File: src/rtl/etp_pkg.sv
// ----------------------------------------------------------------------------
// etp_pkg
// Shared types, constants and the rounding function of the elevation tracker.
// ----------------------------------------------------------------------------
package etp_pkg;

  localparam int ElevWidth  = 12;
  localparam int YearWidth  = 12;
  localparam int SatWidth   = 8;
  localparam int DegWidth   = 8;
  localparam int AddrWidth  = 5;
  localparam int DataWidth  = 32;
  localparam int ElevLimit  = 90;

  typedef logic signed [ElevWidth-1:0] elev_t;
  typedef logic signed [DegWidth-1:0]  deg_t;
  typedef logic [YearWidth-1:0]        year_t;
  typedef logic [SatWidth-1:0]         sat_t;

  typedef enum logic [1:0] {
    TIER_LOW  = 2'd0,
    TIER_MID  = 2'd1,
    TIER_HIGH = 2'd3
  } tier_t;

  typedef enum logic [2:0] {
    REG_YEAR_LOW   = 3'd0,
    REG_YEAR_HIGH  = 3'd1,
    REG_MIN_SATS   = 3'd2,
    REG_LOW_THR    = 3'd3,
    REG_HIGH_THR   = 3'd4
  } reg_idx_t;

  localparam year_t YearLowReset  = 12'd2025;
  localparam year_t YearHighReset = 12'd2035;
  localparam sat_t  MinSatsReset  = 8'd3;
  localparam deg_t  LowThrReset   = 8'sd10;
  localparam deg_t  HighThrReset  = 8'sd20;
  localparam deg_t  DegReset      = 8'sd127;

  typedef struct packed {
    year_t year_low;
    year_t year_high;
    sat_t  min_satellites;
    deg_t  low_threshold;
    deg_t  high_threshold;
  } cfg_t;

  typedef struct packed {
    elev_t elevation_sixteenths;
    logic  time_valid;
    year_t year;
    logic  sats_valid;
    sat_t  satellites_used;
    logic  location_valid;
  } sample_t;

  typedef struct packed {
    logic  fix_ok;
    deg_t  rounded_degrees;
    deg_t  min_degrees;
    deg_t  max_degrees;
    tier_t power_tier;
    logic  rising;
    logic  setting;
    logic  crest;
    logic  trough;
    logic  crest_seen;
    logic  trough_seen;
  } result_t;

  // half away from zero, then clamp to +-90
  function automatic deg_t round_degrees(elev_t e);
    logic [ElevWidth-1:0] mag;
    logic [ElevWidth:0]   sum;
    logic [ElevWidth-4:0] whole;
    logic [DegWidth-2:0]  sat;
    logic [DegWidth-1:0]  pos;
    mag   = e[ElevWidth-1] ? ElevWidth'(-e) : ElevWidth'(e);
    sum   = {1'b0, mag} + (ElevWidth+1)'(8);
    whole = sum[ElevWidth:4];
    sat   = (whole > (ElevWidth-3)'(ElevLimit)) ? (DegWidth-1)'(ElevLimit)
                                                : whole[DegWidth-2:0];
    pos   = {1'b0, sat};
    return e[ElevWidth-1] ? deg_t'(-pos) : deg_t'(pos);
  endfunction

endpackage

File: src/rtl/etp_if.sv
// ----------------------------------------------------------------------------
// etp_sample_if / etp_result_if
// Valid-ready channels for samples in and tracker results out.
// ----------------------------------------------------------------------------
interface etp_sample_if import etp_pkg::*; ();
  logic  valid;
  logic  ready;
  elev_t elevation_sixteenths;
  logic  time_valid;
  year_t year;
  logic  sats_valid;
  sat_t  satellites_used;
  logic  location_valid;

  modport source(output valid, elevation_sixteenths, time_valid, year, sats_valid,
                 satellites_used, location_valid, input ready);
  modport sink(input valid, elevation_sixteenths, time_valid, year, sats_valid,
               satellites_used, location_valid, output ready);
endinterface

interface etp_result_if import etp_pkg::*; ();
  logic  valid;
  logic  ready;
  logic  fix_ok;
  deg_t  rounded_degrees;
  deg_t  min_degrees;
  deg_t  max_degrees;
  logic [1:0] power_tier;
  logic  rising;
  logic  setting;
  logic  crest;
  logic  trough;
  logic  crest_seen;
  logic  trough_seen;

  modport source(output valid, fix_ok, rounded_degrees, min_degrees, max_degrees,
                 power_tier, rising, setting, crest, trough, crest_seen,
                 trough_seen, input ready);
  modport sink(input valid, fix_ok, rounded_degrees, min_degrees, max_degrees,
               power_tier, rising, setting, crest, trough, crest_seen,
               trough_seen, output ready);
endinterface

File: src/rtl/elevation_trend_peak_tracker.sv
// ----------------------------------------------------------------------------
// elevation_trend_peak_tracker
// Sample and result registers each hold one word; a result is registered from
// the word in the sample register. Throughput: one sample per cycle while the
// result side does not stall. The tracker state updates on a qualified sample
// as the result register loads. Reset (rst, synchronous) empties both registers,
// restores the tracker state and loads the configuration registers with defaults.
// ----------------------------------------------------------------------------
module elevation_trend_peak_tracker import etp_pkg::*; (
  input  logic                 clk,
  input  logic                 rst,
  etp_sample_if.sink           sample,
  etp_result_if.source         result,
  input  logic                 psel,
  input  logic                 penable,
  input  logic                 pwrite,
  input  logic [AddrWidth-1:0] paddr,
  input  logic [DataWidth-1:0] pwdata,
  output logic [DataWidth-1:0] prdata,
  output logic                 pready
);

  cfg_t    cfg;
  sample_t smp;
  logic    smp_valid;
  result_t res;
  result_t res_q;
  logic    res_valid;
  logic    advance;
  logic    fire;

  etp_cfg u_cfg (
    .clk     (clk),
    .rst     (rst),
    .psel    (psel),
    .penable (penable),
    .pwrite  (pwrite),
    .paddr   (paddr),
    .pwdata  (pwdata),
    .prdata  (prdata),
    .pready  (pready),
    .cfg     (cfg)
  );

  etp_track u_track (
    .clk  (clk),
    .rst  (rst),
    .cfg  (cfg),
    .smp  (smp),
    .fire (fire),
    .res  (res)
  );

  // result slot frees when empty or being taken
  assign advance      = !res_valid || result.ready;
  assign fire         = smp_valid && advance;
  assign sample.ready = !smp_valid || advance;

  always_ff @(posedge clk) begin
    if (rst) begin
      smp_valid <= 1'b0;
      res_valid <= 1'b0;
    end else begin
      if (sample.ready) begin
        smp_valid <= sample.valid;
      end
      if (advance) begin
        res_valid <= smp_valid;
      end
    end
  end

  always_ff @(posedge clk) begin
    if (sample.ready && sample.valid) begin
      smp.elevation_sixteenths <= sample.elevation_sixteenths;
      smp.time_valid           <= sample.time_valid;
      smp.year                 <= sample.year;
      smp.sats_valid           <= sample.sats_valid;
      smp.satellites_used      <= sample.satellites_used;
      smp.location_valid       <= sample.location_valid;
    end
    if (fire) begin
      res_q <= res;
    end
  end

  assign result.valid           = res_valid;
  assign result.fix_ok          = res_q.fix_ok;
  assign result.rounded_degrees = res_q.rounded_degrees;
  assign result.min_degrees     = res_q.min_degrees;
  assign result.max_degrees     = res_q.max_degrees;
  assign result.power_tier      = res_q.power_tier;
  assign result.rising          = res_q.rising;
  assign result.setting         = res_q.setting;
  assign result.crest           = res_q.crest;
  assign result.trough          = res_q.trough;
  assign result.crest_seen      = res_q.crest_seen;
  assign result.trough_seen     = res_q.trough_seen;

endmodule

File: src/rtl/etp_cfg.sv
// ----------------------------------------------------------------------------
// etp_cfg
// APB register file holding the fix year window, the minimum satellite count and
// the power tier thresholds.
module etp_cfg import etp_pkg::*; (
  input  logic                 clk,
  input  logic                 rst,
  input  logic                 psel,
  input  logic                 penable,
  input  logic                 pwrite,
  input  logic [AddrWidth-1:0] paddr,
  input  logic [DataWidth-1:0] pwdata,
  output logic [DataWidth-1:0] prdata,
  output logic                 pready,
  output cfg_t                 cfg
);

  cfg_t     regs;
  reg_idx_t idx;
  logic     wr;

  assign idx    = reg_idx_t'(paddr[AddrWidth-1:2]);
  assign wr     = psel && penable && pwrite;
  assign pready = 1'b1;
  assign cfg    = regs;

  always_ff @(posedge clk) begin
    if (rst) begin
      regs.year_low       <= YearLowReset;
      regs.year_high      <= YearHighReset;
      regs.min_satellites <= MinSatsReset;
      regs.low_threshold  <= LowThrReset;
      regs.high_threshold <= HighThrReset;
    end else if (wr) begin
      unique case (idx)
        REG_YEAR_LOW:  regs.year_low       <= pwdata[YearWidth-1:0];
        REG_YEAR_HIGH: regs.year_high      <= pwdata[YearWidth-1:0];
        REG_MIN_SATS:  regs.min_satellites <= pwdata[SatWidth-1:0];
        REG_LOW_THR:   regs.low_threshold  <= deg_t'(pwdata[DegWidth-1:0]);
        REG_HIGH_THR:  regs.high_threshold <= deg_t'(pwdata[DegWidth-1:0]);
        default: ;
      endcase
    end
  end

  always_comb begin
    unique case (idx)
      REG_YEAR_LOW:  prdata = DataWidth'(regs.year_low);
      REG_YEAR_HIGH: prdata = DataWidth'(regs.year_high);
      REG_MIN_SATS:  prdata = DataWidth'(regs.min_satellites);
      REG_LOW_THR:   prdata = DataWidth'(regs.low_threshold);
      REG_HIGH_THR:  prdata = DataWidth'(regs.high_threshold);
      default:       prdata = '0;
    endcase
  end

endmodule

File: src/rtl/etp_track.sv
// ----------------------------------------------------------------------------
// etp_track
// Fix qualification, rounding, min/max, power tier, trend and crest/trough state.
// ----------------------------------------------------------------------------
module etp_track import etp_pkg::*; (
  input  logic    clk,
  input  logic    rst,
  input  cfg_t    cfg,
  input  sample_t smp,
  input  logic    fire,
  output result_t res
);

  logic  started;
  deg_t  previous_degrees;
  deg_t  lowest_degrees;
  deg_t  highest_degrees;
  logic  was_rising;
  logic  was_setting;
  logic  crest_flag_kept;
  logic  trough_flag_kept;
  tier_t tier_kept;

  logic  ok;
  deg_t  r;
  deg_t  lowest_next;
  deg_t  highest_next;
  tier_t tier_next;
  logic  rise;
  logic  fall;
  logic  crest;
  logic  trough;

  assign ok = smp.time_valid && smp.year >= cfg.year_low && smp.year <= cfg.year_high &&
              smp.sats_valid && smp.satellites_used >= cfg.min_satellites &&
              smp.location_valid;
  assign r  = round_degrees(smp.elevation_sixteenths);

  always_comb begin
    lowest_next  = (!started || r < lowest_degrees) ? r : lowest_degrees;
    highest_next = (!started || r > highest_degrees) ? r : highest_degrees;
    priority if (r < cfg.low_threshold) begin
      tier_next = TIER_LOW;
    end else if (r < cfg.high_threshold) begin
      tier_next = TIER_MID;
    end else begin
      tier_next = TIER_HIGH;
    end
    // first qualified sample counts as rising
    rise   = !started || r > previous_degrees;
    fall   = started && r < previous_degrees;
    crest  = fall && was_rising;
    trough = started && r > previous_degrees && was_setting;

    res.fix_ok          = ok;
    res.rounded_degrees = ok ? r : '0;
    res.min_degrees     = ok ? lowest_next : lowest_degrees;
    res.max_degrees     = ok ? highest_next : highest_degrees;
    res.power_tier      = ok ? tier_next : tier_kept;
    res.rising          = ok && rise;
    res.setting         = ok && fall;
    res.crest           = ok && crest;
    res.trough          = ok && trough;
    res.crest_seen      = crest_flag_kept || (ok && crest);
    res.trough_seen     = trough_flag_kept || (ok && trough);
  end

  always_ff @(posedge clk) begin
    if (rst) begin
      started          <= 1'b0;
      previous_degrees <= DegReset;
      lowest_degrees   <= DegReset;
      highest_degrees  <= DegReset;
      was_rising       <= 1'b0;
      was_setting      <= 1'b0;
      crest_flag_kept  <= 1'b0;
      trough_flag_kept <= 1'b0;
      tier_kept        <= TIER_HIGH;
    end else if (fire && ok) begin
      started          <= 1'b1;
      previous_degrees <= r;
      lowest_degrees   <= lowest_next;
      highest_degrees  <= highest_next;
      was_rising       <= rise;
      was_setting      <= fall;
      crest_flag_kept  <= res.crest_seen;
      trough_flag_kept <= res.trough_seen;
      tier_kept        <= tier_next;
    end
  end

endmodule
File: src/flat_wrapper.sv
// flat-port wrapper written by rule: the top's interface ports become plain ports
module elevation_trend_peak_tracker_flat import etp_pkg::*;
  (clk, rst, psel, penable, pwrite, paddr, pwdata, prdata, pready, sample_valid, sample_elevation_sixteenths, sample_time_valid, sample_year, sample_sats_valid, sample_satellites_used, sample_location_valid, sample_ready, result_valid, result_fix_ok, result_rounded_degrees, result_min_degrees, result_max_degrees, result_power_tier, result_rising, result_setting, result_crest, result_trough, result_crest_seen, result_trough_seen, result_ready);
  etp_sample_if sample_i ();
  etp_result_if result_i ();
  input  logic clk;
  input  logic rst;
  input  logic psel;
  input  logic penable;
  input  logic pwrite;
  input  logic [AddrWidth-1:0] paddr;
  input  logic [DataWidth-1:0] pwdata;
  output logic [DataWidth-1:0] prdata;
  output logic pready;
  input wire logic [$bits(sample_i.valid)-1:0] sample_valid;
  input wire logic [$bits(sample_i.elevation_sixteenths)-1:0] sample_elevation_sixteenths;
  input wire logic [$bits(sample_i.time_valid)-1:0] sample_time_valid;
  input wire logic [$bits(sample_i.year)-1:0] sample_year;
  input wire logic [$bits(sample_i.sats_valid)-1:0] sample_sats_valid;
  input wire logic [$bits(sample_i.satellites_used)-1:0] sample_satellites_used;
  input wire logic [$bits(sample_i.location_valid)-1:0] sample_location_valid;
  output wire logic [$bits(sample_i.ready)-1:0] sample_ready;
  output wire logic [$bits(result_i.valid)-1:0] result_valid;
  output wire logic [$bits(result_i.fix_ok)-1:0] result_fix_ok;
  output wire logic [$bits(result_i.rounded_degrees)-1:0] result_rounded_degrees;
  output wire logic [$bits(result_i.min_degrees)-1:0] result_min_degrees;
  output wire logic [$bits(result_i.max_degrees)-1:0] result_max_degrees;
  output wire logic [$bits(result_i.power_tier)-1:0] result_power_tier;
  output wire logic [$bits(result_i.rising)-1:0] result_rising;
  output wire logic [$bits(result_i.setting)-1:0] result_setting;
  output wire logic [$bits(result_i.crest)-1:0] result_crest;
  output wire logic [$bits(result_i.trough)-1:0] result_trough;
  output wire logic [$bits(result_i.crest_seen)-1:0] result_crest_seen;
  output wire logic [$bits(result_i.trough_seen)-1:0] result_trough_seen;
  input wire logic [$bits(result_i.ready)-1:0] result_ready;
  assign sample_i.valid = sample_valid;
  assign sample_i.elevation_sixteenths = sample_elevation_sixteenths;
  assign sample_i.time_valid = sample_time_valid;
  assign sample_i.year = sample_year;
  assign sample_i.sats_valid = sample_sats_valid;
  assign sample_i.satellites_used = sample_satellites_used;
  assign sample_i.location_valid = sample_location_valid;
  assign sample_ready = sample_i.ready;
  assign result_valid = result_i.valid;
  assign result_fix_ok = result_i.fix_ok;
  assign result_rounded_degrees = result_i.rounded_degrees;
  assign result_min_degrees = result_i.min_degrees;
  assign result_max_degrees = result_i.max_degrees;
  assign result_power_tier = result_i.power_tier;
  assign result_rising = result_i.rising;
  assign result_setting = result_i.setting;
  assign result_crest = result_i.crest;
  assign result_trough = result_i.trough;
  assign result_crest_seen = result_i.crest_seen;
  assign result_trough_seen = result_i.trough_seen;
  assign result_i.ready = result_ready;
  elevation_trend_peak_tracker u_core (.clk(clk), .rst(rst), .sample(sample_i), .result(result_i), .psel(psel), .penable(penable), .pwrite(pwrite), .paddr(paddr), .pwdata(pwdata), .prdata(prdata), .pready(pready));
endmodule
File: config.mk
export PLATFORM = sky130hd
export DESIGN_NAME = elevation_trend_peak_tracker_flat
export DESIGN_NICKNAME = d
export VERILOG_FILES = /design/src/rtl/etp_pkg.sv /design/src/rtl/etp_if.sv /design/src/rtl/elevation_trend_peak_tracker.sv /design/src/rtl/etp_cfg.sv /design/src/rtl/etp_track.sv /design/src/flat_wrapper.sv
export SDC_FILE = /design/constraint.sdc
export NUM_CORES = 1
export LEC_CHECK = 0
export BUFFER_PORTS_ARGS = -buffer_cell sky130_fd_sc_hd__buf_2
export CORE_MARGIN = 5
export CORE_UTILIZATION = 50
export CTS_BUF_LIST = sky130_fd_sc_hd__clkbuf_16
export DETAILED_ROUTE_END_ITERATION = 12
export PLACE_DENSITY = 0.84
export SYNTH_ARGS = -nofsm -noshare
export SYNTH_HDL_FRONTEND = slang
export SYNTH_SLANG_ARGS = --single-unit
File: constraint.sdc
create_clock -name clk -period 6.25 [get_ports clk]
set_clock_uncertainty 0.15 [all_clocks]
set_input_delay 0.3125 -clock clk [delete_from_list [all_inputs] [get_ports clk]]
set_output_delay 0.3125 -clock clk [all_outputs]
set_load 0.05 [all_outputs]
---- Yosys cells after proc, flatten, opt, wreduce, memory -nomap -nowiden ----
Cells that the tools add are included.
cells by class
  reduce and logical (&&, ||, !) cells .... 34
  multiplexer cells ....................... 11
  equality and inequality tests ........... 4
  add/subtract/negate cells ............... 3
  magnitude comparators ................... 10
operators by type and width
  operator                 number
  $pmux W32 S5             1
  $mux W8                  5
  $lt A8 B8 Y1             4
  $logic_and A1 B1 Y1      18
  $gt A8 B8 Y1             2
  $add A12 B4 Y13 const B  1
  $ge A12 B12 Y1           1
  $le A12 B12 Y1           1
  $mux W12                 1
  $neg A12 Y12             1
  $reduce_and A2 Y1        5
  $gt A9 B7 Y1 const B     1
  $ge A8 B8 Y1             1
  $neg A7 Y8               1
  $logic_or A1 B1 Y1       7
  $mux W7                  1
  $eq A3 B2 Y1 const B     2
  $mux W2                  3
  $eq A3 B1 Y1 const B     1
  $eq A3 B3 Y1 const B     1
  $logic_not A1 Y1         3
  $logic_not A3 Y1         1
word-level totals
  input port bits ......................... 79
  register bits after elaboration ......... 149

---- Depth between registers and ports, before layout ----
Gate-level depths: netlist of the first run.
  depth in word-level cells ............... 12
  depth in mapped cells ................... 28
  mapped depth without buffers ............ 24

---- Modules after synthesis ----
From an unflattened synthesis of the first run, not the netlist that was laid out.
unflattened totals
  cells, all modules ...................... 872
  area total of the unflattened synthesis .. 8615.8 µm²
by module, submodules not included
  module                        area each (µm²)  sequential area each (µm²)  instances  cells each
  etp_track                     3988.8           620.6                       1          526
  etp_cfg                       2481.1           960.9                       1          268
  elevation_trend_peak_tracker  2145.8           2082.0                      1          78

---- Worst setup path after synthesis of the first run ----
OpenSTA, ideal clock, no wires.
  path kind ............................... register -> register
  from .................................... reg u_core.smp[34] (netlist name)
  to ...................................... reg u_core.res_q, in the netlist u_core.result.max_degrees[1], data pin
  path buffers ............................ 5
  library setup time ...................... 0.260 ns
  required time ........................... 5.840 ns
  stages on the path, launching flop included .. 28
  setup slack ............................. -0.553 ns
  clock period less this slack ............ 6.803 ns
  arrival ................................. 6.393 ns
  cells stage by stage .................... edfxtp_1 -> clkbuf_1 -> buf_2 -> clkbuf_1 -> nand2_1 -> xnor2_1 -> ha_1 -> clkbuf_1 -> nand2_1 -> a2111oi_0 -> a311oi_1 -> xor2_1 -> a311o_1 -> o21ai_2 -> nand2_1 -> ha_1 -> a2bb2oi_1 -> ha_1 -> nor2b_1 -> o21a_1 -> o21a_1 -> o21a_1 -> o21ai_0 -> nand2b_1 -> a31o_2 -> clkbuf_1 -> nand2_1 -> mux2_2
RTL lines
  element               RTL line                            source
  end signal, assigned  elevation_trend_peak_tracker.sv:83  res_q <= res;
  end, declared         elevation_trend_peak_tracker.sv:27  result_t res_q;

==> flow_summary.rst, run 1 <==
.. list-table::
   :header-rows: 1

   * - Metric
     - Value
   * - Violations in the final reports
     - negative setup slack
   * - EDFF count, synth
     - slightly below 70
   * - Remaining number of nets flagged by the antenna check after routing
     - 0
   * - Row count
     - 47
   * - Mean number of vias per cell
     - 5.66
   * - Final critical path time including I/O delays and setup
     - around 6.3 ns
   * - Sequential fraction of the synthesis area
     - ~44%
   * - Number of global-route vias before repair
     - approximately 7k
   * - Via count of the routed design
     - slightly above 7k
   * - Post-DR wirelength/cell
     - between 15 and 20 µm
   * - Final setup margin
     - -0.0498 ns
   * - Total number of H-tree levels
     - 4
   * - Setup violations, final
     - 4
   * - Worst Path Max Fanout
     - 8
   * - Antenna violations before repair
     - 0
   * - Unique cell type count in the Yosys netlist
     - ~80
   * - Clock root buffer
     - clkbuf_16
   * - Post-placement worst setup slack
     - -0.117 ns
   * - Async set-or-reset flop fraction in the synthesized netlist
     - 0%
   * - Main flop type after synthesis
     - dfxtp_1
   * - Clock-pin slew reported for the worst setup and hold paths after clock tree synthesis
     - around 0.06 ns
   * - Kind of critical path
     - register to register
   * - Global-route wire length before repair
     - between 30000 and 40000 µm
   * - Area share of the leading cell type in the synthesized netlist
     - approximately 25%
   * - R2R setup slack
     - -0.05 ns
   * - Highest achievable clock rate
     - between 150 and 200 MHz
   * - Clock tree from TritonCTS
     - yes
   * - Max-slew headroom
     - 36.0%
   * - CP startpoint kind
     - register
   * - Global placement routability congestion
     - slightly above 0.9
   * - Total clock buffers created by CTS
     - 17
   * - GRT Util Overall
     - 21.3%
   * - Cell Pwr Density
     - 248 nW/µm²
   * - Final worst path period share
     - 101%
   * - # fillers
     - between 1k and 1.5k
   * - Final hold viol count
     - 0
   * - Data required time of the critical path
     - about 6.3 ns
   * - Pin count of the biggest net entering global routing
     - between 40 and 50
   * - Core box area
     - 16500 µm²
   * - Max IR drop VDD
     - about 0.20 mV
   * - Max Transition Viols Final
     - 0
   * - Leading cell types by total area after synthesis
     - edfxtp_1, dfxtp_1, ha_1
   * - FF-to-FF path depth
     - 24
   * - Area of the multi-input gates
     - roughly 4200 µm²
   * - Number of placed I/O pins
     - between 100 and 150
   * - Cell type with the largest total area after synthesis
     - edfxtp_1
   * - Clk Latency, worst-skew pair
     - between 0.4 and 0.5 ns
   * - Final cell count without fillers
     - between 1k and 1.5k
   * - Layout cells sized above 1
     - between 20 and 25%
   * - Sink count of the clock tree
     - about 150
   * - Post-synthesis cell count
     - roughly 860
   * - Diodes inserted
     - 0
   * - Result of the run
     - complete, but fails checks
   * - Post-Syn Area per Cell
     - between 9 and 10 µm²
   * - Drt pass-1 iters
     - 5
   * - Top post-synthesis cells by count
     - dfxtp_1, inv_1, ha_1
   * - Signed area change from the synthesized netlist to the final layout
     - 23.3%
   * - Number of design rule violations left after detail routing
     - 0
   * - Reg area
     - 3660 µm²
   * - DIE WIDTH
     - between 100 and 150 µm
   * - Nature of the critical path endpoint
     - register
   * - Total wirelength of the detailed-routed design
     - about 21000 µm
   * - Die outline height
     - around 140 µm
   * - Arrival time at the worst endpoint
     - 6.32 ns
   * - Total half-perimeter wirelength after legalization and detailed placement
     - 13700 µm
   * - NumNets Final
     - between 1k and 1.5k
   * - Cell area after synthesis
     - 8320 µm²
   * - Hold Path Cell Cnt
     - 3
   * - Starting Density
     - about half
   * - Synthesized net count
     - ~1k
   * - Cell count after placement
     - 1168
   * - Initial detailed-routing violation count
     - around 670
   * - Total leakage power
     - 4.50 nW
   * - Port-buffer cells
     - approximately 120
   * - Hold Slack
     - roughly 0.037 ns
   * - Count of warnings emitted by yosys
     - 0
   * - Tightest Pin Transition
     - 0.958 ns
   * - Min-Delay Path Class
     - input pin to register
   * - Core Util, Final
     - between 60% and 70%
   * - DIE AREA
     - between 15000 and 20000 µm²
   * - Max clock buf depth
     - 2
   * - Overflow after GRT
     - 0
   * - Setup TNS
     - -0.161 ns
   * - Synthesized flop and latch total
     - 149
   * - Count of maximum capacitance violations
     - 0
==> sequential cells by signal, indices dropped and copies added, names as in the netlist, 2 cells and up <==
signal / flops
u_core.result.power_tier: 2
u_core.u_track.tier_kept: 2
u_core.u_cfg.cfg: 48
u_core.result.max_degrees: 8
u_core.result.min_degrees: 8
u_core.u_track.highest_degrees: 8
u_core.u_track.previous_degrees: 8
u_core.result.rounded_degrees: 8
u_core.smp: 35
u_core.u_track.lowest_degrees: 8
==> cells in the final DEF, fill, tap and decap left out, types with 6 or more instances in the layout <==
| master | n |
|---|---|
| nand2_1 | 56 |
| a22oi_1 | 14 |
| nand2b_1 | 9 |
| edfxtp_1 | 68 |
| and3_1 | 6 |
| clkbuf_16 | 18 |
| buf_4 | 27 |
| ha_1 | 69 |
| dfxtp_1 | 81 |
| nor2b_1 | 13 |
| mux2_2 | 6 |
| o21ai_0 | 42 |
| o211ai_1 | 27 |
| a21oi_1 | 40 |
| o22ai_1 | 9 |
| mux2i_1 | 37 |
| a31oi_1 | 7 |
| buf_2 | 123 |
| nor4_1 | 11 |
| a21o_1 | 8 |
| nand4_1 | 8 |
| o21a_1 | 11 |
| nor3_1 | 16 |
| inv_1 | 82 |
| nor2_1 | 58 |
| and2_1 | 7 |
| nand3_1 | 21 |
| dlygate4sd3_1 | 40 |
==> power by group <==
part / total (mW) / internal, mW / switching, mW
registers: 1.06 / 1.04 / 0.0172
logic: 0.416 / 0.161 / 0.255
clock network: 1.07 / 0.656 / 0.416
==> routing by layer <==
| metal | global-route usage, % | wire length (µm) | part of all wire, % |
|---|---|---|---|
| met5 | 0 | 0 | 0 |
| met4 | 7.26 | 480 | 2.3 |
| met3 | 4.93 | 1400 | 6.7 |
| met2 | 37.1 | 10400 | 50 |
| met1 | 25.9 | 8580 | 41 |
==> per-stage QoR <==
stage / power, mW / instance area, µm²
floorplan: 1.33 / 8340
global route: 2.65 / 10300
finish: 2.55 / 10300
global placement: 1.44 / 9100
CTS: 2.54 / 10100
detailed placement: 1.45 / 9100
==> critical path: stages, from the launching register on <==
cell and delay (ns):
edfxtp_1 0.49, or3_4 0.44, nand2_1 0.10, xnor2_1 0.16, ha_2 0.27, and3_1 0.22
a21oi_1 0.09, a311oi_1 0.35, xor2_1 0.18, a311o_1 0.35, o21ai_4 0.17, nor2b_2 0.16
ha_1 0.16, nor2b_2 0.15, o21ai_2 0.10, o311a_1 0.33, a211o_4 0.37, ha_4 0.30
nand4_1 0.12, o21a_1 0.24, o21ai_0 0.12, o211ai_1 0.21, a31o_2 0.33, nand2_4 0.13
mux2_2 0.35
==> final cells by class <==
| class | count | area share, % |
|---|---|---|
| clock buffer | 18 | 4.39 |
| clock inverter | 14 | 1.69 |
| inverter | 82 | 3.00 |
| multi-input combinational | 571 | 40.7 |
| sequential | 149 | 35.7 |
| tap | 220 | 2.68 |
| timing repair buffer | 190 | 11.9 |
==> cell families after synthesis <==
family | Yosys count | synth area share, %
flops | 149 | 44.0
buf+inv | 141 | 7.44
simple gates | 240 | 14.7
other cells | 1 | 0.0450
fa+ha+maj | 71 | 10.7
compound gates | 204 | 16.4
mux | 47 | 5.89
xor+xnor | 8 | 0.842
==> worst paths after layout <==
kind                                                 startpoint                         endpoint
worst max-delay path                             u_core.smp[24]     u_core.result.max_degrees[7]
worst min-delay path                                  pwdata[4]              u_core.u_cfg.cfg[4]
worst max register to register                   u_core.smp[24]     u_core.result.max_degrees[7]
worst min register to register  u_core.u_track.trough_flag_kept  u_core.u_track.trough_flag_kept
==> timing repair <==
item / in CTS / in global routing
hold buffers: 40 / 0
pin swaps: 0 / 1
gates resized for setup: 5 / 15
buffers inserted: 0 / 4
setup endpoints to repair: 10 / 41
cloned: 0 / 0
endpoints found under the hold margin: 43 / 0
Power figures use the tool's default switching activity.
==> run 2, diff against run 1 <==
--- a/config.mk
+++ b/config.mk
@@ -9,8 +9,10 @@
 export CORE_MARGIN = 5
 export CORE_UTILIZATION = 50
 export CTS_BUF_LIST = sky130_fd_sc_hd__clkbuf_16
+export CTS_CLUSTER_SIZE = 28
 export DETAILED_ROUTE_END_ITERATION = 12
 export PLACE_DENSITY = 0.84
 export SYNTH_ARGS = -nofsm -noshare
 export SYNTH_HDL_FRONTEND = slang
+export SYNTH_HIERARCHICAL = 1
 export SYNTH_SLANG_ARGS = --single-unit
==> run 2 against run 1 <==
Sequential power is essentially flat; global-route usage shrank 0.32 points; hold slack got worse by 0.021 ns; clock power is 4% lower; the flow now finishes without violations; highest routed layer unchanged; combinational power is 4% higher; cell count is 1.6% higher; synthesized cell count up 1.3%; critical endpoint is now u_core/result.trough_seen; first-iteration DRC count down 18%; power decreased by 1.1%; die area is 3.2% higher.
==> flow_summary.rst, run 2 <==
.. list-table::
   :header-rows: 1

   * - Metric
     - Value
   * - Result of the run
     - finished clean (was complete, but fails checks)
   * - Final critical path time including I/O delays and setup
     - 5.89 ns (was 6.30 ns)
   * - EDFF count, synth
     - 68 (unchanged)
   * - Antenna violations before repair
     - 0 (unchanged)
   * - Design internal power
     - 1.84 mW (was 1.86 mW)
   * - Most used cells in the layout excluding fill and tap cells
     - buf_2, inv_1, dfxtp_1 (unchanged)
   * - Total number of H-tree levels
     - 4 (unchanged)
   * - Total wirelength of the detailed-routed design
     - 21100 µm (was 20900 µm)
   * - Fraction of power spent switching nets
     - 27.2% (was 27.0%)
   * - Main flop type after synthesis
     - dfxtp_1 (unchanged)
   * - Number of global-route vias before repair
     - 6764 (was 6903)
   * - Nature of the critical path endpoint
     - register (unchanged)
   * - Async set-or-reset flop fraction in the synthesized netlist
     - 0% (unchanged)
   * - Clk Latency, worst-skew pair
     - 0.42 ns (was 0.43 ns)
   * - Diodes inserted
     - 0 (unchanged)
   * - FF-to-FF path depth
     - 23 (was 24)
   * - Final hold viol count
     - 0 (unchanged)
   * - Clock tree from TritonCTS
     - yes (unchanged)
   * - Total power after layout
     - 2.52 mW (was 2.55 mW)
   * - Tightest Pin Transition
     - 0.909 ns (was 0.958 ns)
   * - Setup TNS
     - 0 ns (was -0.161 ns)
   * - Endpoint of the worst-slack reg-to-reg timing path
     - u_core/result.trough_seen (was u_core.result.max_degrees[7])
   * - Layout cells sized above 1
     - 20.9% (was 21.9%)
   * - Post-DR wirelength/cell
     - 16.7 µm (was 16.8 µm)
   * - Count of maximum capacitance violations
     - 0 (unchanged)
   * - Mean number of vias per cell
     - 5.56 (was 5.66)
   * - Number of flip-flops in the largest register
     - 48 (unchanged)
   * - Sink count of the clock tree
     - 149 (unchanged)
   * - Switching pwr
     - 0.685 mW (was 0.688 mW)
   * - Area of the multi-input gates
     - 4300 µm² (was 4170 µm²)
   * - RSZ-0062 raised after global routing
     - no
   * - Register share of total power
     - 42.0% (was 41.6%)
   * - Starting Density
     - 50.3% (was 50.6%)
   * - Area share of the leading cell type in the synthesized netlist
     - 23.7% (was 24.5%)
   * - Min-Delay Path Class
     - input pin to register (unchanged)
   * - Max IR drop VDD
     - 0.190 mV (was 0.203 mV)
   * - Arrival time at the worst endpoint
     - 5.90 ns (was 6.32 ns)
   * - Core box area
     - 17100 µm² (was 16500 µm²)
   * - Kind of critical path
     - register to register (unchanged)
   * - Total leakage power
     - 4.81 nW (was 4.50 nW)
   * - Reg area
     - 3660 µm² (unchanged)
   * - R2r startpoint
     - u_core/smp[23] (was u_core.smp[24])
   * - Synthesized flop and latch total
     - 149 (unchanged)
   * - Drt pass-1 iters
     - 5 (unchanged)
   * - Cell area after synthesis
     - 8620 µm² (was 8320 µm²)
   * - Cell Pwr Density
     - 243 nW/µm² (was 248 nW/µm²)
   * - Final cell count without fillers
     - 1264 (was 1244)
   * - Cell type with the largest total area after synthesis
     - edfxtp_1 (unchanged)
   * - Data required time of the critical path
     - 6.26 ns (was 6.27 ns)
   * - CP startpoint kind
     - register (unchanged)
   * - Unique cell type count in the Yosys netlist
     - 80 (was 78)
   * - Leading cell types by total area after synthesis
     - edfxtp_1, dfxtp_1, ha_1 (unchanged)
   * - Port-buffer cells
     - 123 (unchanged)
   * - Cell count after placement
     - 1196 (was 1168)
   * - Total half-perimeter wirelength after legalization and detailed placement
     - 14900 µm (was 13700 µm)
   * - GRT Util Overall
     - 20.9% (was 21.3%)
   * - Via count of the routed design
     - 7025 (was 7041)
   * - NumNets Final
     - 1176 (was 1161)
   * - Worst setup path endpoint
     - u_core/result.trough_seen (was u_core.result.max_degrees[7])
   * - Max Transition Viols Final
     - 0 (unchanged)
   * - Row count
     - 48 (was 47)
   * - DIE WIDTH
     - 141 µm (was 139 µm)
   * - Die outline height
     - 141 µm (was 139 µm)
   * - Global-route wire length before repair
     - 33700 µm (was 33800 µm)
   * - Commonest non-fill, non-tap cell in the layout
     - buf_2 (unchanged)
   * - Clock network fraction of design power
     - 40.8% (was 42.0%)
   * - Pin count of the biggest net entering global routing
     - 94 (was 47)
   * - Number of placed I/O pins
     - 147 (unchanged)
   * - Start point of the critical path
     - u_core/smp[23] (was u_core.smp[24])
   * - Post-Syn Area per Cell
     - 9.88 µm² (was 9.67 µm²)
   * - Max-slew headroom
     - 39.4% (was 36.0%)
   * - Max clock buf depth
     - 2 (unchanged)
   * - DIE AREA
     - 20000 µm² (was 19300 µm²)
   * - Part of the total power dissipated in combinational logic
     - 17.1% (was 16.3%)
   * - Setup violations, final
     - 0 (was 4)
   * - Clock-pin slew reported for the worst setup and hold paths after clock tree synthesis
     - 0.06 ns (about the same)
   * - Sequential fraction of the synthesis area
     - 42.5% (was 44.0%)
   * - Most common cell in the netlist
     - inv_1
   * - Highest achievable clock rate
     - 170 MHz (was 159 MHz)
   * - Count of warnings emitted by yosys
     - 6 (was 0)
   * - Worst Path Max Fanout
     - 8 (unchanged)
   * - Final worst path period share
     - 94.2% (was 101%)
   * - Total clock buffers created by CTS
     - 17 (unchanged)
   * - Global placement routability congestion
     - 0.917 (was 0.920)
   * - Post-synthesis cell count
     - 872 (was 861)
   * - Hold Startpoint
     - pwdata[9] (was pwdata[4])
   * - Remaining number of nets flagged by the antenna check after routing
     - 0 (unchanged)
   * - Top post-synthesis cells by count
     - inv_1, dfxtp_1, ha_1, nor2_1, edfxtp_1 (was dfxtp_1, inv_1, ha_1)
   * - Overflow after GRT
     - 0 (unchanged)
   * - Hold Slack
     - 0.0165 ns (was 0.0371 ns)
   * - Synthesized net count
     - 1022 (was 1011)
   * - Initial detailed-routing violation count
     - 548 (was 671)
   * - Signed area change from the synthesized netlist to the final layout
     - 20.5% (was 23.3%)
   * - Number of design rule violations left after detail routing
     - 0 (unchanged)
   * - # fillers
     - 1373 (was 1312)
   * - R2R setup slack
     - 0.36 ns (was -0.05 ns)
   * - Clock root buffer
     - clkbuf_16 (unchanged)
-- run 2: logic make-up (layout without fill, tap and decap cells) --
logic type | after synthesis | in the layout | share of synthesized area, %
fa+ha+maj | 71 | 71 | 10.3
buf+inv | 146 | 313 | 7.61
other cells | 1 | 1 | 0.0435
xor+xnor | 8 | 8 | 0.987
flops | 149 | 149 | 42.5
mux | 75 | 75 | 8.89
compound gates | 185 | 185 | 15.2
simple gates | 237 | 237 | 14.4
-- run 2: final cells by class --
cell class,instances,share of cell area (%)
Multi-Input combinational cell,577,41.5
Sequential cell,149,35.3
Timing Repair Buffer,187,11.4
Clock buffer,17,4.10
Inverter,94,3.40
Tap cell,225,2.71
Clock inverter,15,1.60
-- run 2: worst min-delay path by stage --
stage / end / depth (start not counted) / slack, ns
detailed placement: u_core/u_track/previous_degrees[7] / 2 / 0.30
global placement: u_core/u_track/previous_degrees[7] / 2 / 0.29
finish: u_core/u_cfg/cfg[45] / 3 / 0.02
global route: u_core/u_cfg/cfg[33] / 3 / 0.04
floorplan: u_core/smp_valid / 1 / 0.22
CTS: u_core/u_cfg/cfg[45] / 3 / 0.002
-- run 2: power groups by stage --
stage | combinational (mW) | clock, mW | sequential (mW)
2_1_floorplan | 0.251 | 0 | 1.09
3_3_place_gp | 0.389 | 0 | 1.08
3_5_place_dp | 0.402 | 0 | 1.08
4_1_cts | 0.422 | 1.04 | 1.06
5_1_grt | 0.467 | 1.09 | 1.06
6_report | 0.432 | 1.03 | 1.06
-- run 2: what timing repair did --
item                                    in CTS  in global routing
endpoints found under the setup margin       0                 19
endpoints found under the hold margin       36                  0
hold buffers                                36                  0
resized for setup                            0                  1
setup buffers                                0                  0
-- run 2: layer usage --
layer / global-route usage (%) / share of wire, % / vias to the layer above
met1: 25.0 / 41 / 3361
met4: 7.70 / 2.2 / 0
met2: 37.3 / 51 / 218
met3: 4.18 / 5.3 / 39
met5: 0 / 0 / -
li1: - / - / 3407
-- run 2: worst max-delay path: stages (launching register included) --
cell	delay (ns)
edfxtp_1	0.38
or3_1	0.46
o21ai_0	0.25
xnor2_1	0.10
ha_1	0.22
and3_1	0.17
a32o_1	0.27
a221o_1	0.34
xnor2_2	0.15
o21a_4	0.24
nor2_1	0.13
inv_1	0.07
ha_1	0.29
a2bb2oi_2	0.44
ha_1	0.35
nor2b_1	0.13
o21a_1	0.16
o21a_1	0.16
o21a_1	0.16
o21a_1	0.16
o21ai_0	0.22
a211oi_1	0.16
and3_1	0.20
or2_2	0.27
-- run 2: stage by stage --
step / area [µm²] / utilization [%] / setup slack [ns]
after floorplan: 8620 / - / 0.0542
after global placement: 9420 / 55.0 / 0.249
after detailed placement: 9420 / 55.0 / 0.0849
after CTS: 10400 / 60.6 / 0.0637
after global routing: 10400 / 60.6 / 0.117
final: 10400 / 60.6 / 0.365
==> run 3, diff against run 2 <==
--- a/config.mk
+++ b/config.mk
@@ -11,6 +11,7 @@
 export CTS_BUF_LIST = sky130_fd_sc_hd__clkbuf_16
 export CTS_CLUSTER_SIZE = 28
 export DETAILED_ROUTE_END_ITERATION = 12
+export GPL_TIMING_DRIVEN = 0
 export PLACE_DENSITY = 0.84
 export SYNTH_ARGS = -nofsm -noshare
 export SYNTH_HDL_FRONTEND = slang
==> run 3 against run 2 <==
Global-route usage increased by 0.93 points; critical path depth decreased by 2; sequential share of layout area decreased by 1.0 points; final area increased by 3.0%; sequential cell count unchanged; wire length increased by 4.3%; core utilization increased by 1.8 points; setup slack got worse by 0.14 ns; count of clock-buffer cells in the layout unchanged; first-iteration DRC count decreased by 4.4%; critical path type unchanged; sequential power about the same; combinational power increased by 6.0%.
==> flow_summary.rst, run 3 (same netlist as run 2, synthesis figures left out) <==
.. list-table::
   :header-rows: 1

   * - Metric
     - Value
   * - Result of the run
     - finished clean (unchanged)
   * - Row count
     - 48 (unchanged)
   * - Number of placed I/O pins
     - 147 (unchanged)
   * - Min-Delay Path Class
     - input pin to register (unchanged)
   * - Final hold viol count
     - 0 (unchanged)
   * - Total wirelength of the detailed-routed design
     - 22000 µm (was 21100 µm)
   * - Global placement routability congestion
     - 0.916 (was 0.917)
   * - # fillers
     - 1331 (was 1373)
   * - Max clock buf depth
     - 2 (unchanged)
   * - Most used cells in the layout excluding fill and tap cells
     - buf_2, inv_1, dfxtp_1 (unchanged)
   * - Area of the multi-input gates
     - 4390 µm² (was 4300 µm²)
   * - Clock-pin slew reported for the worst setup and hold paths after clock tree synthesis
     - 0.06 ns (about the same)
   * - DIE WIDTH
     - 141 µm (unchanged)
   * - Total power after layout
     - 2.54 mW (was 2.52 mW)
   * - Commonest non-fill, non-tap cell in the layout
     - buf_2 (unchanged)
   * - Total clock buffers created by CTS
     - 17 (unchanged)
   * - Nature of the critical path endpoint
     - register (unchanged)
   * - Global-route wire length before repair
     - 35000 µm (was 33700 µm)
   * - Mean number of vias per cell
     - 5.57 (was 5.56)
   * - Highest achievable clock rate
     - 166 MHz (was 170 MHz)
   * - Number of flip-flops in the largest register
     - 48 (unchanged)
   * - Arrival time at the worst endpoint
     - 6.04 ns (was 5.90 ns)
   * - Kind of critical path
     - register to register (unchanged)
   * - Post-placement worst setup slack
     - -1.24 ns (was 0.0849 ns)
   * - Core box area
     - 17100 µm² (unchanged)
   * - Total half-perimeter wirelength after legalization and detailed placement
     - 15300 µm (was 14900 µm)
   * - Final setup margin
     - 0.226 ns (was 0.365 ns)
   * - Number of global-route vias before repair
     - 7166 (was 6764)
   * - GRT Util Overall
     - 21.9% (was 20.9%)
   * - Max IR drop VDD
     - 0.203 mV (was 0.190 mV)
   * - Pin count of the biggest net entering global routing
     - 39 (was 94)
   * - CP startpoint kind
     - register (unchanged)
   * - Drt pass-1 iters
     - 6 (was 5)
   * - Clk Latency, worst-skew pair
     - 0.42 ns (about the same)
   * - Max Transition Viols Final
     - 0 (unchanged)
   * - Critical-path cell list
     - or3_1 -> buf_2 -> o21ai_0 -> xnor2_1 -> ha_2 -> and3_1 -> a32o_1 -> a221o_1 -> xnor2_4 -> o21a_4 -> buf_4 -> o31a_1 -> nor2_2 -> inv_1 -> ha_1 -> a21o_1 -> a2111o_1 -> and2_1 -> a211oi_4 -> buf_4 -> mux2_2 (was or3_1 -> o21ai_0 -> xnor2_1 -> ha_1 -> and3_1 -> a32o_1 -> a221o_1 -> xnor2_2 -> o21a_4 -> nor2_1 -> inv_1 -> ha_1 -> a2bb2oi_2 -> ha_1 -> nor2b_1 -> o21a_1 -> o21a_1 -> o21a_1 -> o21a_1 -> o21ai_0 -> a211oi_1 -> and3_1 -> or2_2)
   * - Cell Pwr Density
     - 238 nW/µm² (was 243 nW/µm²)
   * - Max-slew headroom
     - 44.0% (was 39.4%)
   * - Via count of the routed design
     - 7273 (was 7025)
   * - Sink count of the clock tree
     - 149 (unchanged)
   * - Remaining number of nets flagged by the antenna check after routing
     - 0 (unchanged)
   * - Setup TNS
     - 0 ns (unchanged)
   * - Diodes inserted
     - 0 (unchanged)
   * - Signed area change from the synthesized netlist to the final layout
     - 24.1% (was 20.5%)
   * - Clock tree from TritonCTS
     - yes (unchanged)
   * - Port-buffer cells
     - 123 (unchanged)
   * - Starting Density
     - 50.3% (unchanged)
   * - Count of maximum capacitance violations
     - 0 (unchanged)
   * - Worst path top cell family by delay
     - compound AO/OA/AOI/OAI gates (unchanged)
   * - Sum of buffers and inverters on the critical path
     - 4 (was 1)
   * - Clock root buffer
     - clkbuf_16 (unchanged)
   * - Layout cells sized above 1
     - 23.7% (was 20.9%)
   * - Post-DR wirelength/cell
     - 16.8 µm (was 16.7 µm)
   * - Total leakage power
     - 4.94 nW (was 4.81 nW)
   * - Total number of H-tree levels
     - 4 (unchanged)
   * - DIE AREA
     - 20000 µm² (unchanged)
   * - Number of design rule violations left after detail routing
     - 0 (unchanged)
   * - Data required time of the critical path
     - 6.27 ns (was 6.26 ns)
   * - Reg area
     - 3660 µm² (unchanged)
   * - NumNets Final
     - 1218 (was 1176)
   * - Initial detailed-routing violation count
     - 524 (was 548)
   * - Tightest Pin Transition
     - 0.840 ns (was 0.909 ns)
   * - Antenna violations before repair
     - 0 (unchanged)
   * - Die outline height
     - 141 µm (unchanged)
   * - Overflow after GRT
     - 0 (unchanged)
   * - Setup violations, final
     - 0 (unchanged)
   * - Final critical path time including I/O delays and setup
     - 6.02 ns (was 5.89 ns)
   * - Cell seen most often among critical-path stages
     - buf_4 (was o21a_1)
   * - Worst Path Max Fanout
     - 6 (was 8)
   * - Hold Slack
     - 0.0219 ns (was 0.0165 ns)
   * - Crit-path slowest cell
     - a2111o_1 (was or3_1)
   * - Final worst path period share
     - 96.4% (was 94.2%)
   * - Critical Path Max Stage Delay
     - 0.43 ns (was 0.46 ns)
==> run 3: changes by cell type in the layout (fill, tap and decap cells not counted), sizes merged <==
cell and delta:
clkinvlp +2, inv -2, clkbuf +21, buf +21
==> run 3: path summary, 6_finish.rpt <==
check / startpoint / depth (start not counted) / to / slack, ns
max: u_core/smp[23] / 21 / u_core/result.min_degrees[7] / 0.23
min: pwdata[9] / 3 / u_core/u_cfg/cfg[33] / 0.02
max reg2reg: u_core/smp[23] / 21 / u_core/result.min_degrees[7] / 0.23
min reg2reg: u_core/u_track/previous_degrees[7] / 2 / u_core/u_track/previous_degrees[7] / 0.32
==> run 3: layout make-up <==
type / count / area share, %
Tap cell: 225 / 2.63
Inverter: 94 / 3.30
Buffer: 52 / 2.88
Clock inverter: 15 / 1.52
Sequential cell: 149 / 34.3
Clock buffer: 17 / 3.98
Timing Repair Buffer: 177 / 10.4
Multi-Input combinational cell: 577 / 41.0
==> run 3: repair_timing <==
action,in CTS,in global routing
gates resized for setup,17,9
pin swaps,5,3
setup buffers,10,8
setup endpoints to repair,46,42
hold buffers,36,0
hold endpoints to repair,36,0
==> run 3: per-stage QoR <==
| step | area [µm²] | utilization [%] | cells |
|---|---|---|---|
| 6_report | 10700 | 62.5 | 1306 |
| 2_1_floorplan | 8620 | - | 872 |
| 3_5_place_dp | 9510 | 55.6 | 1220 |
| 4_1_cts | 10600 | 62.0 | 1298 |
| 3_3_place_gp | 9510 | 55.6 | 1220 |
| 5_1_grt | 10700 | 62.5 | 1306 |
==> run 3: report_power, final <==
part / leakage [nW] / internal [mW] / total, mW / switching [mW]
logic: 3.40 / 0.179 / 0.458 / 0.279
registers: 1.26 / 1.04 / 1.06 / 0.0139
clock network: 0.277 / 0.621 / 1.02 / 0.403
==> run 3: metal layers <==
layer	track usage, %	wire (µm)
met1	25.8	8710
met2	39.1	11300
met3	4.62	1470
met4	8.21	469
met5	0	0
==> run 3: tightest hold or removal path: stages <==
cell	delay [ns]
buf_2	0.08
nor2_1	0.05
mux2i_1	0.11
